File: src/rtl/msrt_pkg.sv
package msrt_pkg;

  localparam int SLOT_COUNT = 4;
  localparam int SLOT_W     = (SLOT_COUNT > 1) ? $clog2(SLOT_COUNT) : 1;
  localparam int CNT_W      = $clog2(SLOT_COUNT + 1);
  localparam int MAX_OUT    = 4;
  localparam int EV_W       = $clog2(MAX_OUT + 1);
  localparam int TIME_W     = 32;
  localparam int MEM_W      = 2 * TIME_W;

  // floor(x / 1000) = (x * RECIP_1000) >> RECIP_SHIFT, exact for x <= 2^31
  localparam logic [31:0] RECIP_1000  = 32'd2199023256;
  localparam int          RECIP_SHIFT = 41;
  localparam logic [31:0] MS_PER_SEC  = 32'd1000;

  typedef enum logic [2:0] {
    OP_TICK     = 3'd0,
    OP_START    = 3'd1,
    OP_STOP     = 3'd2,
    OP_STOP_ALL = 3'd3,
    OP_CLEAR    = 3'd4,
    OP_QUERY    = 3'd5
  } op_e;

  typedef enum logic [1:0] {
    ST_OK        = 2'd0,
    ST_NO_FREE   = 2'd1,
    ST_NOT_FOUND = 2'd2
  } status_e;

  typedef enum logic [1:0] {
    BEEP_NONE  = 2'd0,
    BEEP_START = 2'd1,
    BEEP_END   = 2'd2,
    BEEP_WARN  = 2'd3
  } beep_e;

  typedef enum logic [1:0] {
    REG_WARN_THR = 2'd0,
    REG_WARN_INT = 2'd1,
    REG_DEF_DUR  = 2'd2
  } cfg_reg_e;

  typedef struct packed {
    logic [7:0]  warn_threshold_sec;
    logic [15:0] warn_interval_ms;
    logic [15:0] default_duration_sec;
  } cfg_t;

  typedef struct packed {
    status_e             status;
    logic [SLOT_W-1:0]   slot;
    logic                active;
    logic [15:0]         remaining;
    beep_e               beep;
    logic                last;
  } res_t;

endpackage

File: src/rtl/msrt_ram.sv
module msrt_ram #(
  parameter int DEPTH = 4,
  parameter int WIDTH = 64
) (
  input  logic                                    clk_i,
  input  logic                                    we_i,
  input  logic [((DEPTH > 1) ? $clog2(DEPTH) : 1)-1:0] waddr_i,
  input  logic [WIDTH-1:0]                        wdata_i,
  input  logic [((DEPTH > 1) ? $clog2(DEPTH) : 1)-1:0] raddr_i,
  output logic [WIDTH-1:0]                        rdata_o
);

  logic [WIDTH-1:0] mem [DEPTH];
  logic [WIDTH-1:0] rdata_q;

  always_ff @(posedge clk_i) begin
    if (we_i) begin
      mem[waddr_i] <= wdata_i;
    end
    rdata_q <= mem[raddr_i];
  end

  assign rdata_o = rdata_q;

endmodule

File: src/rtl/msrt_div1000.sv
module msrt_div1000 (
  input  logic        clk_i,
  input  logic [31:0] diff_i,
  output logic [15:0] quot_o
);

  localparam int Q_W = 64 - msrt_pkg::RECIP_SHIFT;

  logic [63:0]    prod_q;
  logic [Q_W-1:0] q_full;

  // registered reciprocal product, quotient derived combinationally from it
  always_ff @(posedge clk_i) begin
    prod_q <= {32'b0, diff_i} * {32'b0, msrt_pkg::RECIP_1000};
  end

  assign q_full = prod_q[63:msrt_pkg::RECIP_SHIFT];

  always_comb begin
    if (|q_full[Q_W-1:16]) begin
      quot_o = 16'hFFFF;
    end else begin
      quot_o = q_full[15:0];
    end
  end

endmodule

File: src/rtl/msrt_cfg.sv
module msrt_cfg (
  input  logic                clk_i,
  input  logic                rst_ni,
  input  logic                psel,
  input  logic                penable,
  input  logic                pwrite,
  input  logic [3:0]          paddr,
  input  logic [31:0]         pwdata,
  output logic [31:0]         prdata,
  output logic                pready,
  output msrt_pkg::cfg_t      cfg_o
);

  msrt_pkg::cfg_t cfg_q;
  logic           wr_en;
  logic [1:0]     reg_idx;

  assign pready  = 1'b1;
  assign wr_en   = psel && penable && pwrite && pready;
  assign reg_idx = paddr[3:2];

  always_ff @(posedge clk_i or negedge rst_ni) begin
    if (!rst_ni) begin
      cfg_q.warn_threshold_sec   <= 8'd30;
      cfg_q.warn_interval_ms     <= 16'd5000;
      cfg_q.default_duration_sec <= 16'd60;
    end else if (wr_en) begin
      unique case (reg_idx)
        msrt_pkg::REG_WARN_THR: cfg_q.warn_threshold_sec   <= pwdata[7:0];
        msrt_pkg::REG_WARN_INT: cfg_q.warn_interval_ms     <= pwdata[15:0];
        msrt_pkg::REG_DEF_DUR:  cfg_q.default_duration_sec <= pwdata[15:0];
        default: begin
        end
      endcase
    end
  end

  always_comb begin
    unique case (reg_idx)
      msrt_pkg::REG_WARN_THR: prdata = {24'b0, cfg_q.warn_threshold_sec};
      msrt_pkg::REG_WARN_INT: prdata = {16'b0, cfg_q.warn_interval_ms};
      msrt_pkg::REG_DEF_DUR:  prdata = {16'b0, cfg_q.default_duration_sec};
      default:                prdata = 32'b0;
    endcase
  end

  assign cfg_o = cfg_q;

endmodule

File: src/rtl/multi_slot_relay_timer.sv
// Bank of timed relay slots addressed by 32-bit machine keys.
// Input stream (s_axis): tuser carries the command, tdata the key and the
// duration in seconds. A tick command stands for one elapsed millisecond.
// Output stream (m_axis): one or more result items per defined op, tlast marks
// the final one. Tick commands give no item when no slot ends or warns.
// Config: APB-style registers at byte 0 (warning threshold, s), 4 (warning
// interval, ms) and 8 (default run time, s); pready is always high.
// Sequencing: commands run one at a time through a sequencer around a small
// slot-time memory with a registered read. Start, stop, stop-all and clear
// go straight from execution to the result; query does the same, or, when
// the slot is running, first passes a memory read and a reciprocal multiply
// for seconds. A tick scans every slot, giving each running slot a memory
// read and an end-or-warn decision, then delivers its results in slot order.
// The next command is accepted as soon as the last result sits in the
// output register, even while the receiver stalls; a stall holds the
// sequencer only when a further result must be written.
// Reset clears the slot map, all relays and the millisecond counter and
// loads the register defaults; no clearing pass is needed.
module multi_slot_relay_timer (
  input  logic        clk_i,
  input  logic        rst_ni,
  input  logic        s_axis_tvalid,
  output logic        s_axis_tready,
  // machine_key [31:0], duration_sec [47:32]
  input  logic [47:0] s_axis_tdata,
  // op [2:0]
  input  logic [2:0]  s_axis_tuser,
  output logic        m_axis_tvalid,
  input  logic        m_axis_tready,
  // status [1:0], slot [3:2], relay_mask [7:4], slot_active [8],
  // remaining_sec [24:9], beep [26:25], zero [31:27]
  output logic [31:0] m_axis_tdata,
  // last_result
  output logic        m_axis_tlast,
  input  logic        psel,
  input  logic        penable,
  input  logic        pwrite,
  input  logic [3:0]  paddr,
  input  logic [31:0] pwdata,
  output logic [31:0] prdata,
  output logic        pready
);

  localparam int N  = msrt_pkg::SLOT_COUNT;
  localparam int SW = msrt_pkg::SLOT_W;
  localparam int CW = msrt_pkg::CNT_W;
  localparam int EW = msrt_pkg::EV_W;

  typedef enum logic [2:0] {
    S_IDLE,
    S_EXEC,
    S_SCAN,
    S_CALC,
    S_DEC,
    S_TEMIT,
    S_OUT
  } state_e;

  state_e              state_q;
  logic [2:0]          op_q;
  logic [31:0]         key_q;
  logic [15:0]         dur_q;
  logic [31:0]         now_q;
  logic [31:0]         key_arr_q [N];
  logic [N-1:0]        mapped_q;
  logic [N-1:0]        running_q;
  logic [CW-1:0]       idx_q;
  msrt_pkg::beep_e     ev_q [N];
  logic [15:0]         rem_arr_q [N];
  logic [EW-1:0]       ev_n_q;
  logic [EW-1:0]       emit_k_q;
  logic                expired_q;
  logic                gap_q;
  logic [31:0]         end_q;
  msrt_pkg::res_t      res_q;
  msrt_pkg::res_t      out_q;
  logic                out_valid_q;
  logic [3:0]          out_mask_q;

  msrt_pkg::cfg_t      cfg;
  logic [SW-1:0]       cur;
  logic                find_hit;
  logic [SW-1:0]       find_idx;
  logic                free_hit;
  logic [SW-1:0]       free_idx;
  logic                st_hit;
  logic [SW-1:0]       st_idx;
  logic [15:0]         dur_eff;
  logic [31:0]         end_new;
  logic                mem_we;
  logic [SW-1:0]       mem_waddr;
  logic [msrt_pkg::MEM_W-1:0] mem_wdata;
  logic [SW-1:0]       mem_raddr;
  logic [msrt_pkg::MEM_W-1:0] mem_rdata;
  logic [31:0]         rd_end;
  logic [31:0]         rd_lw;
  logic [31:0]         since_end;
  logic [31:0]         since_warn;
  logic [31:0]         diff;
  logic [15:0]         quot;
  logic [15:0]         rem_cur;
  logic                warn_cond;
  logic                is_query;
  logic                out_free;
  logic [N+3:0]        mask_ext;
  logic [3:0]          mask_now;
  logic [SW+1:0]       slot_ext;

  msrt_cfg u_cfg (
    .clk_i   (clk_i),
    .rst_ni  (rst_ni),
    .psel    (psel),
    .penable (penable),
    .pwrite  (pwrite),
    .paddr   (paddr),
    .pwdata  (pwdata),
    .prdata  (prdata),
    .pready  (pready),
    .cfg_o   (cfg)
  );

  msrt_ram #(
    .DEPTH (N),
    .WIDTH (msrt_pkg::MEM_W)
  ) u_ram (
    .clk_i   (clk_i),
    .we_i    (mem_we),
    .waddr_i (mem_waddr),
    .wdata_i (mem_wdata),
    .raddr_i (mem_raddr),
    .rdata_o (mem_rdata)
  );

  msrt_div1000 u_div (
    .clk_i  (clk_i),
    .diff_i (diff),
    .quot_o (quot)
  );

  assign cur      = idx_q[SW-1:0];
  assign is_query = (op_q == msrt_pkg::OP_QUERY);

  // key lookup and first free slot
  always_comb begin
    find_hit = 1'b0;
    find_idx = '0;
    free_hit = 1'b0;
    free_idx = '0;
    if (key_q == 32'b0) begin
      find_hit = 1'b1;
    end else begin
      for (int i = 0; i < N; i++) begin
        if (!find_hit && mapped_q[i] && (key_arr_q[i] == key_q)) begin
          find_hit = 1'b1;
          find_idx = SW'(i);
        end
      end
    end
    for (int i = 0; i < N; i++) begin
      if (!free_hit && !mapped_q[i]) begin
        free_hit = 1'b1;
        free_idx = SW'(i);
      end
    end
  end

  assign st_hit  = find_hit || free_hit;
  assign st_idx  = find_hit ? find_idx : free_idx;
  assign dur_eff = (dur_q == 16'b0) ? cfg.default_duration_sec : dur_q;
  assign end_new = now_q + ({16'b0, dur_eff} * msrt_pkg::MS_PER_SEC);

  assign rd_end     = mem_rdata[63:32];
  assign rd_lw      = mem_rdata[31:0];
  assign since_end  = now_q - rd_end;
  assign since_warn = now_q - rd_lw;
  assign diff       = rd_end - now_q;

  assign rem_cur   = expired_q ? 16'b0 : quot;
  assign warn_cond = (rem_cur <= {8'b0, cfg.warn_threshold_sec}) && gap_q;

  always_comb begin
    mem_we    = 1'b0;
    mem_waddr = cur;
    mem_wdata = {end_q, now_q};
    mem_raddr = cur;
    if (state_q == S_EXEC) begin
      mem_raddr = find_idx;
      if ((op_q == msrt_pkg::OP_START) && st_hit) begin
        mem_we    = 1'b1;
        mem_waddr = st_idx;
        mem_wdata = {end_new, 32'b0};
      end
    end else if ((state_q == S_DEC) && !is_query && !expired_q && warn_cond) begin
      mem_we = 1'b1;
    end
  end

  assign out_free = !out_valid_q || m_axis_tready;
  assign mask_ext = {4'b0, running_q};
  assign mask_now = mask_ext[3:0];

  always_ff @(posedge clk_i or negedge rst_ni) begin
    if (!rst_ni) begin
      state_q     <= S_IDLE;
      op_q        <= '0;
      key_q       <= '0;
      dur_q       <= '0;
      now_q       <= '0;
      mapped_q    <= '0;
      running_q   <= '0;
      idx_q       <= '0;
      ev_n_q      <= '0;
      emit_k_q    <= '0;
      expired_q   <= 1'b0;
      gap_q       <= 1'b0;
      end_q       <= '0;
      res_q       <= '0;
      out_q       <= '0;
      out_valid_q <= 1'b0;
      out_mask_q  <= '0;
      for (int i = 0; i < N; i++) begin
        key_arr_q[i] <= '0;
        ev_q[i]      <= msrt_pkg::BEEP_NONE;
        rem_arr_q[i] <= '0;
      end
    end else begin
      if (out_valid_q && m_axis_tready) begin
        out_valid_q <= 1'b0;
      end
      unique case (state_q)
        S_IDLE: begin
          if (s_axis_tvalid) begin
            op_q    <= s_axis_tuser;
            key_q   <= s_axis_tdata[31:0];
            dur_q   <= s_axis_tdata[47:32];
            state_q <= S_EXEC;
          end
        end
        S_EXEC: begin
          res_q.status    <= msrt_pkg::ST_OK;
          res_q.slot      <= '0;
          res_q.active    <= 1'b0;
          res_q.remaining <= '0;
          res_q.beep      <= msrt_pkg::BEEP_NONE;
          res_q.last      <= 1'b1;
          state_q         <= S_OUT;
          unique case (op_q)
            msrt_pkg::OP_TICK: begin
              now_q   <= now_q + 32'd1;
              idx_q   <= '0;
              ev_n_q  <= '0;
              for (int i = 0; i < N; i++) begin
                ev_q[i] <= msrt_pkg::BEEP_NONE;
              end
              state_q <= S_SCAN;
            end
            msrt_pkg::OP_START: begin
              if (st_hit) begin
                if (!find_hit) begin
                  mapped_q[free_idx]  <= 1'b1;
                  key_arr_q[free_idx] <= key_q;
                end
                running_q[st_idx] <= 1'b1;
                res_q.slot        <= st_idx;
                res_q.active      <= 1'b1;
                res_q.remaining   <= dur_eff;
                res_q.beep        <= msrt_pkg::BEEP_START;
              end else begin
                res_q.status <= msrt_pkg::ST_NO_FREE;
              end
            end
            msrt_pkg::OP_STOP: begin
              if (find_hit) begin
                running_q[find_idx] <= 1'b0;
                res_q.slot          <= find_idx;
              end else begin
                res_q.status <= msrt_pkg::ST_NOT_FOUND;
              end
            end
            msrt_pkg::OP_STOP_ALL: begin
              running_q <= '0;
            end
            msrt_pkg::OP_CLEAR: begin
              running_q <= '0;
              mapped_q  <= '0;
              for (int i = 0; i < N; i++) begin
                key_arr_q[i] <= '0;
              end
            end
            msrt_pkg::OP_QUERY: begin
              if (find_hit) begin
                idx_q        <= CW'(find_idx);
                res_q.slot   <= find_idx;
                res_q.active <= running_q[find_idx];
                if (running_q[find_idx]) begin
                  state_q <= S_CALC;
                end
              end else begin
                res_q.status <= msrt_pkg::ST_NOT_FOUND;
              end
            end
            default: begin
              state_q <= S_IDLE;
            end
          endcase
        end
        S_SCAN: begin
          if ((idx_q == CW'(N)) || (ev_n_q == EW'(msrt_pkg::MAX_OUT))) begin
            idx_q    <= '0;
            emit_k_q <= '0;
            state_q  <= (ev_n_q == '0) ? S_IDLE : S_TEMIT;
          end else if (!running_q[cur]) begin
            idx_q <= idx_q + 1'b1;
          end else begin
            state_q <= S_CALC;
          end
        end
        S_CALC: begin
          expired_q <= !since_end[31];
          gap_q     <= since_warn > {16'b0, cfg.warn_interval_ms};
          end_q     <= rd_end;
          state_q   <= S_DEC;
        end
        S_DEC: begin
          if (is_query) begin
            res_q.remaining <= rem_cur;
            state_q         <= S_OUT;
          end else begin
            if (expired_q) begin
              running_q[cur] <= 1'b0;
              ev_q[cur]      <= msrt_pkg::BEEP_END;
              rem_arr_q[cur] <= '0;
              ev_n_q         <= ev_n_q + 1'b1;
            end else if (warn_cond) begin
              ev_q[cur]      <= msrt_pkg::BEEP_WARN;
              rem_arr_q[cur] <= rem_cur;
              ev_n_q         <= ev_n_q + 1'b1;
            end
            idx_q   <= idx_q + 1'b1;
            state_q <= S_SCAN;
          end
        end
        S_TEMIT: begin
          if (ev_q[cur] == msrt_pkg::BEEP_NONE) begin
            idx_q <= idx_q + 1'b1;
          end else if (out_free) begin
            out_valid_q     <= 1'b1;
            out_q.status    <= msrt_pkg::ST_OK;
            out_q.slot      <= cur;
            out_q.active    <= running_q[cur];
            out_q.remaining <= rem_arr_q[cur];
            out_q.beep      <= ev_q[cur];
            out_q.last      <= ((emit_k_q + 1'b1) == ev_n_q);
            out_mask_q      <= mask_now;
            emit_k_q        <= emit_k_q + 1'b1;
            idx_q           <= idx_q + 1'b1;
            if ((emit_k_q + 1'b1) == ev_n_q) begin
              state_q <= S_IDLE;
            end
          end
        end
        S_OUT: begin
          if (out_free) begin
            out_valid_q <= 1'b1;
            out_q       <= res_q;
            out_mask_q  <= mask_now;
            state_q     <= S_IDLE;
          end
        end
        default: begin
          state_q <= S_IDLE;
        end
      endcase
    end
  end

  assign slot_ext      = {2'b00, out_q.slot};
  assign s_axis_tready = (state_q == S_IDLE);
  assign m_axis_tvalid = out_valid_q;
  assign m_axis_tlast  = out_q.last;
  assign m_axis_tdata  = {5'b0, out_q.beep, out_q.remaining, out_q.active,
                          out_mask_q, slot_ext[1:0], out_q.status};

  a_end_is_idle: assert property (@(posedge clk_i) disable iff (!rst_ni)
    (m_axis_tvalid && (out_q.beep == msrt_pkg::BEEP_END)) |->
      (!out_q.active && (out_q.remaining == 16'b0)))
    else $error("end beep reported on a running slot");

  a_warn_is_running: assert property (@(posedge clk_i) disable iff (!rst_ni)
    (m_axis_tvalid && (out_q.beep == msrt_pkg::BEEP_WARN)) |-> out_q.active)
    else $error("warning beep reported on an idle slot");

  a_emit_bound: assert property (@(posedge clk_i) disable iff (!rst_ni)
    (state_q == S_TEMIT) |->
      ((emit_k_q < ev_n_q) && (ev_n_q <= EW'(msrt_pkg::MAX_OUT))))
    else $error("tick result count out of range");

  a_scan_running: assert property (@(posedge clk_i) disable iff (!rst_ni)
    (state_q == S_CALC) |-> running_q[cur])
    else $error("slot time read for an idle slot");

endmodule
File: config.mk
export PLATFORM = sky130hd
export DESIGN_NAME = multi_slot_relay_timer
export DESIGN_NICKNAME = d
export VERILOG_FILES = /design/src/rtl/msrt_pkg.sv /design/src/rtl/msrt_ram.sv /design/src/rtl/msrt_div1000.sv /design/src/rtl/msrt_cfg.sv /design/src/rtl/multi_slot_relay_timer.sv
export SDC_FILE = /design/constraint.sdc
export NUM_CORES = 2
export LEC_CHECK = 0
export BUFFER_PORTS_ARGS = -buffer_cell sky130_fd_sc_hd__buf_2
export CORE_MARGIN = 4
export CORE_UTILIZATION = 43
export DETAILED_ROUTE_END_ITERATION = 12
export PLACE_DENSITY = 0.71
export RECOVER_POWER = 100
export SKIP_CTS_REPAIR_TIMING = 1
export SYNTH_ARGS = -nofsm -noshare
export SYNTH_HDL_FRONTEND = slang
export SYNTH_HIERARCHICAL = 1
export SYNTH_SLANG_ARGS = --single-unit
File: constraint.sdc
create_clock -name clk_i -period 9.73 [get_ports clk_i]
set_clock_uncertainty 0.05 [all_clocks]
set_input_delay 1.946 -clock clk_i [delete_from_list [all_inputs] [get_ports clk_i]]
set_output_delay 1.946 -clock clk_i [all_outputs]
set_load 0.01 [all_outputs]
==> flow_metrics.py <==
metrics = {
    "status": {
        "status": "finished with violations",
        "violations": "max-capacitance violations, max-slew violations",
    },
    "critical_path": {
        "cpPeakStageDelay_ps": 560,
        "cp_data_arrival_time_ps": 9900,
        "cp_slowest_cell": "fa_1",
        "crit_type": "reg -> reg",
        "crit_top_cell": "fa_1",
        "critPathRequiredTime_ps": 10210,
        "critPathLaunchType": "flip-flop",
        "crit_path_end_kind": "flip-flop",
        "worstPathMaxFanout": 4,
    },
    "place": {
        "port_buffers": 121,
        "hpwl_mm": 103,
        "place.gp.congestion": 0.933,
    },
    "final_layout": {
        "final_layout_size_suffix_gt1_frac": 0.116,
        "final_cell_mix": "inv_1, ha_1, dfrtp_1, fa_1, edfxtp_1",
        "layout_commonest_cell": "inv_1",
        "area_delta_synth_final_pct": 9.13,
        "nNetsFinal": 6096,
    },
    "global_routing": {
        "grt_overflow": 0,
        "antenna_found_initial": 3,
        "grt_pass1_vias": 38100,
        "grt_use_total": 0.208,
        "grt_start_max_net_pins": 165,
        "grt_pass1_wl_mm": 216,
    },
    "synth": {
        "netlist.top_cell.by_area": "dfrtp_1",
        "synth_edf_count": 256,
        "async_flop_share": 0.556,
        "synth_warnings": 6,
        "synth_area_mm2": 0.0547,
        "synthTopCellsByArea": "dfrtp_1, edfxtp_1, ha_1",
        "synth-seq-cells": 772,
        "yosysSeqAreaShare": 0.369,
        "yosysUniqueCellTypes": 111,
        "syn_avg_cell_area_um2": 11.1,
        "synth_flop_cell": "dfrtp_1",
        "synthCells": 4920,
        "synth.top_cell.area_share": 0.190,
    },
    "routing": {
        "first_pass_iters": 6,
        "wl_mm": 138,
        "routed_via_density": 5.50,
        "antenna_left": 0,
        "route.vias.total": 37300,
        "drc_errors": 0,
        "drtIter0Drc": 3374,
        "routedWlPerCell_um": 20.4,
    },
    "cts": {
        "root_buffer": "clkbuf_16",
        "clockBufferDepth": 3,
        "clock_latency_ps": 670,
        "numCtsBuffers": 74,
        "tritoncts": "done",
        "htree_levels": 3,
        "clk_pin_slew_ps": 70,
        "clock_sinks": 772,
    },
    "timing": {
        "maxSlewHeadroom": -3.64,
        "holdWs_ps": 426,
        "hold_viol": 0,
        "slew_viol_final": 817,
        "timing.final.crit_share": 0.969,
        "rsz0062_at_grt": "true",
        "min_period_ps": 9430,
        "setup_viol": 0,
        "fmax_ghz": 0.106,
        "finalSetupTns_ps": 0,
        "worstMarginPinSlew_ps": 6950,
    },
    "worst_hold_path": {
        "min_path_type": "reg -> reg",
    },
    "floorplanning": {
        "die_w_um": 365,
        "die_h_um": 365,
        "die_area_mm2": 0.133,
        "pin_count": 162,
        "coreArea_mm2": 0.126,
        "initial_core_util": 0.434,
        "row_count": 130,
    },
    "run": {
        "cap_violations": 19,
    },
}
## kinds of logic (layout without fill, tap and decap cells)
| group | count (synthesis) | count (layout) | share of synthesized area |
|---|---|---|---|
| other | 3 | 23 | 0.000206 |
| and+or+nand+nor | 897 | 897 | 0.0815 |
| muxes | 229 | 229 | 0.0649 |
| xor gates and xnor gates | 285 | 285 | 0.0457 |
| adders and majority gates | 937 | 937 | 0.262 |
| buffers and inverters | 947 | 1135 | 0.0729 |
| DFF | 772 | 772 | 0.369 |
| AOI/OAI and AO/OA | 850 | 850 | 0.103 |
## synthesized netlist by cell type (11+ instances only)
cell      number
a211oi_1      17
a21o_1        63
a21oi_1      241
a22o_1       142
a31oi_1       36
and2_1        11
and3_1        26
buf_2         56
buf_4         31
buf_6         14
clkbuf_1      72
dfrtp_1      416
dfstp_2       13
dfxtp_1       87
edfxtp_1     256
fa_1         349
ha_1         587
inv_1        759
mux2_2       123
mux2i_1       13
mux4_2        79
nand2_1      242
nand2b_1      26
nand3_1       63
nand4_1       58
nor2_1       216
nor2b_1       75
nor3_1        57
nor4_1        44
o211ai_1      15
o21a_1        24
o21ai_0      167
o21ai_1       14
o21bai_1      28
or2_2         24
or3_1         11
xnor2_1      183
xor2_1       102
## state kept, by name (all words and copies together), names as in the netlist, 3 cells and up
name,cells
end_q,32
key_arr_q,128
op_q,3
dur_q,16
rem_arr_q,64
now_q,32
state_q,3
u_ram/rdata_o,64
res_q,23
out_mask_q,4
u_cfg/cfg_o,40
u_div/prod_q,23
m_axis_tdata,23
mask_now,4
ev_n_q,3
emit_k_q,3
ev_q,8
mapped_q,4
u_ram/mem,256
idx_q,3
key_q,32
## layout make-up
class / count / area (um2)
diodes: 1 / 2.50
clock buffers: 115 / 2240
clock inverters: 22 / 267
fillers: 11500 / 66200
inverters: 759 / 2850
multi-input cells: 3220 / 30600
flip-flops and latches: 772 / 20200
well taps: 1650 / 2060
repair buffers: 239 / 1430
## stage by stage
stage / cells / cell area [um2] / util / setup slack, ps
floorplan: 4939 / 54800 / - / 611
global placement: 6633 / 57300 / 0.455 / 86.2
detailed placement: 6633 / 57300 / 0.455 / 20.0
CTS: 6770 / 59800 / 0.475 / -56.3
global route: 6777 / 59700 / 0.474 / -128
finish: 6778 / 59700 / 0.474 / 304
## routing by layer
| layer | part of all wire | global-route usage | up-vias |
|---|---|---|---|
| met5 | 0 | 0 | - |
| met4 | 0.033 | 0.0652 | 0 |
| met3 | 0.064 | 0.0359 | 260 |
| met2 | 0.48 | 0.344 | 1159 |
| met1 | 0.43 | 0.280 | 18700 |
| li1 | - | - | 17100 |
## worst paths after layout
kind | start | to | slack, ps | cells past startpoint
max | now_q[0] | u_div/prod_q[62] | 300 | 37
min reg2reg | res_q[0] | res_q[0] | 430 | 1
min in group asynchronous | rst_ni | key_q[23] | 3860 | 1
min | res_q[0] | res_q[0] | 430 | 1
max reg2reg | now_q[0] | u_div/prod_q[62] | 300 | 37
max in group asynchronous | rst_ni | rem_arr_q[14] | 1860 | 1
## critical path: cells and delay by family (launching register included)
family	cells	cell delay [ps]
compound gates	12	2500
flops	1	410
buf+inv	7	500
fa+ha+maj	11	4720
xor+xnor	2	330
simple gates	5	780
Power is left out: the tool's default activity adds up to more than one toggle a clock period on the data nets, which glitch-free logic cannot reach.
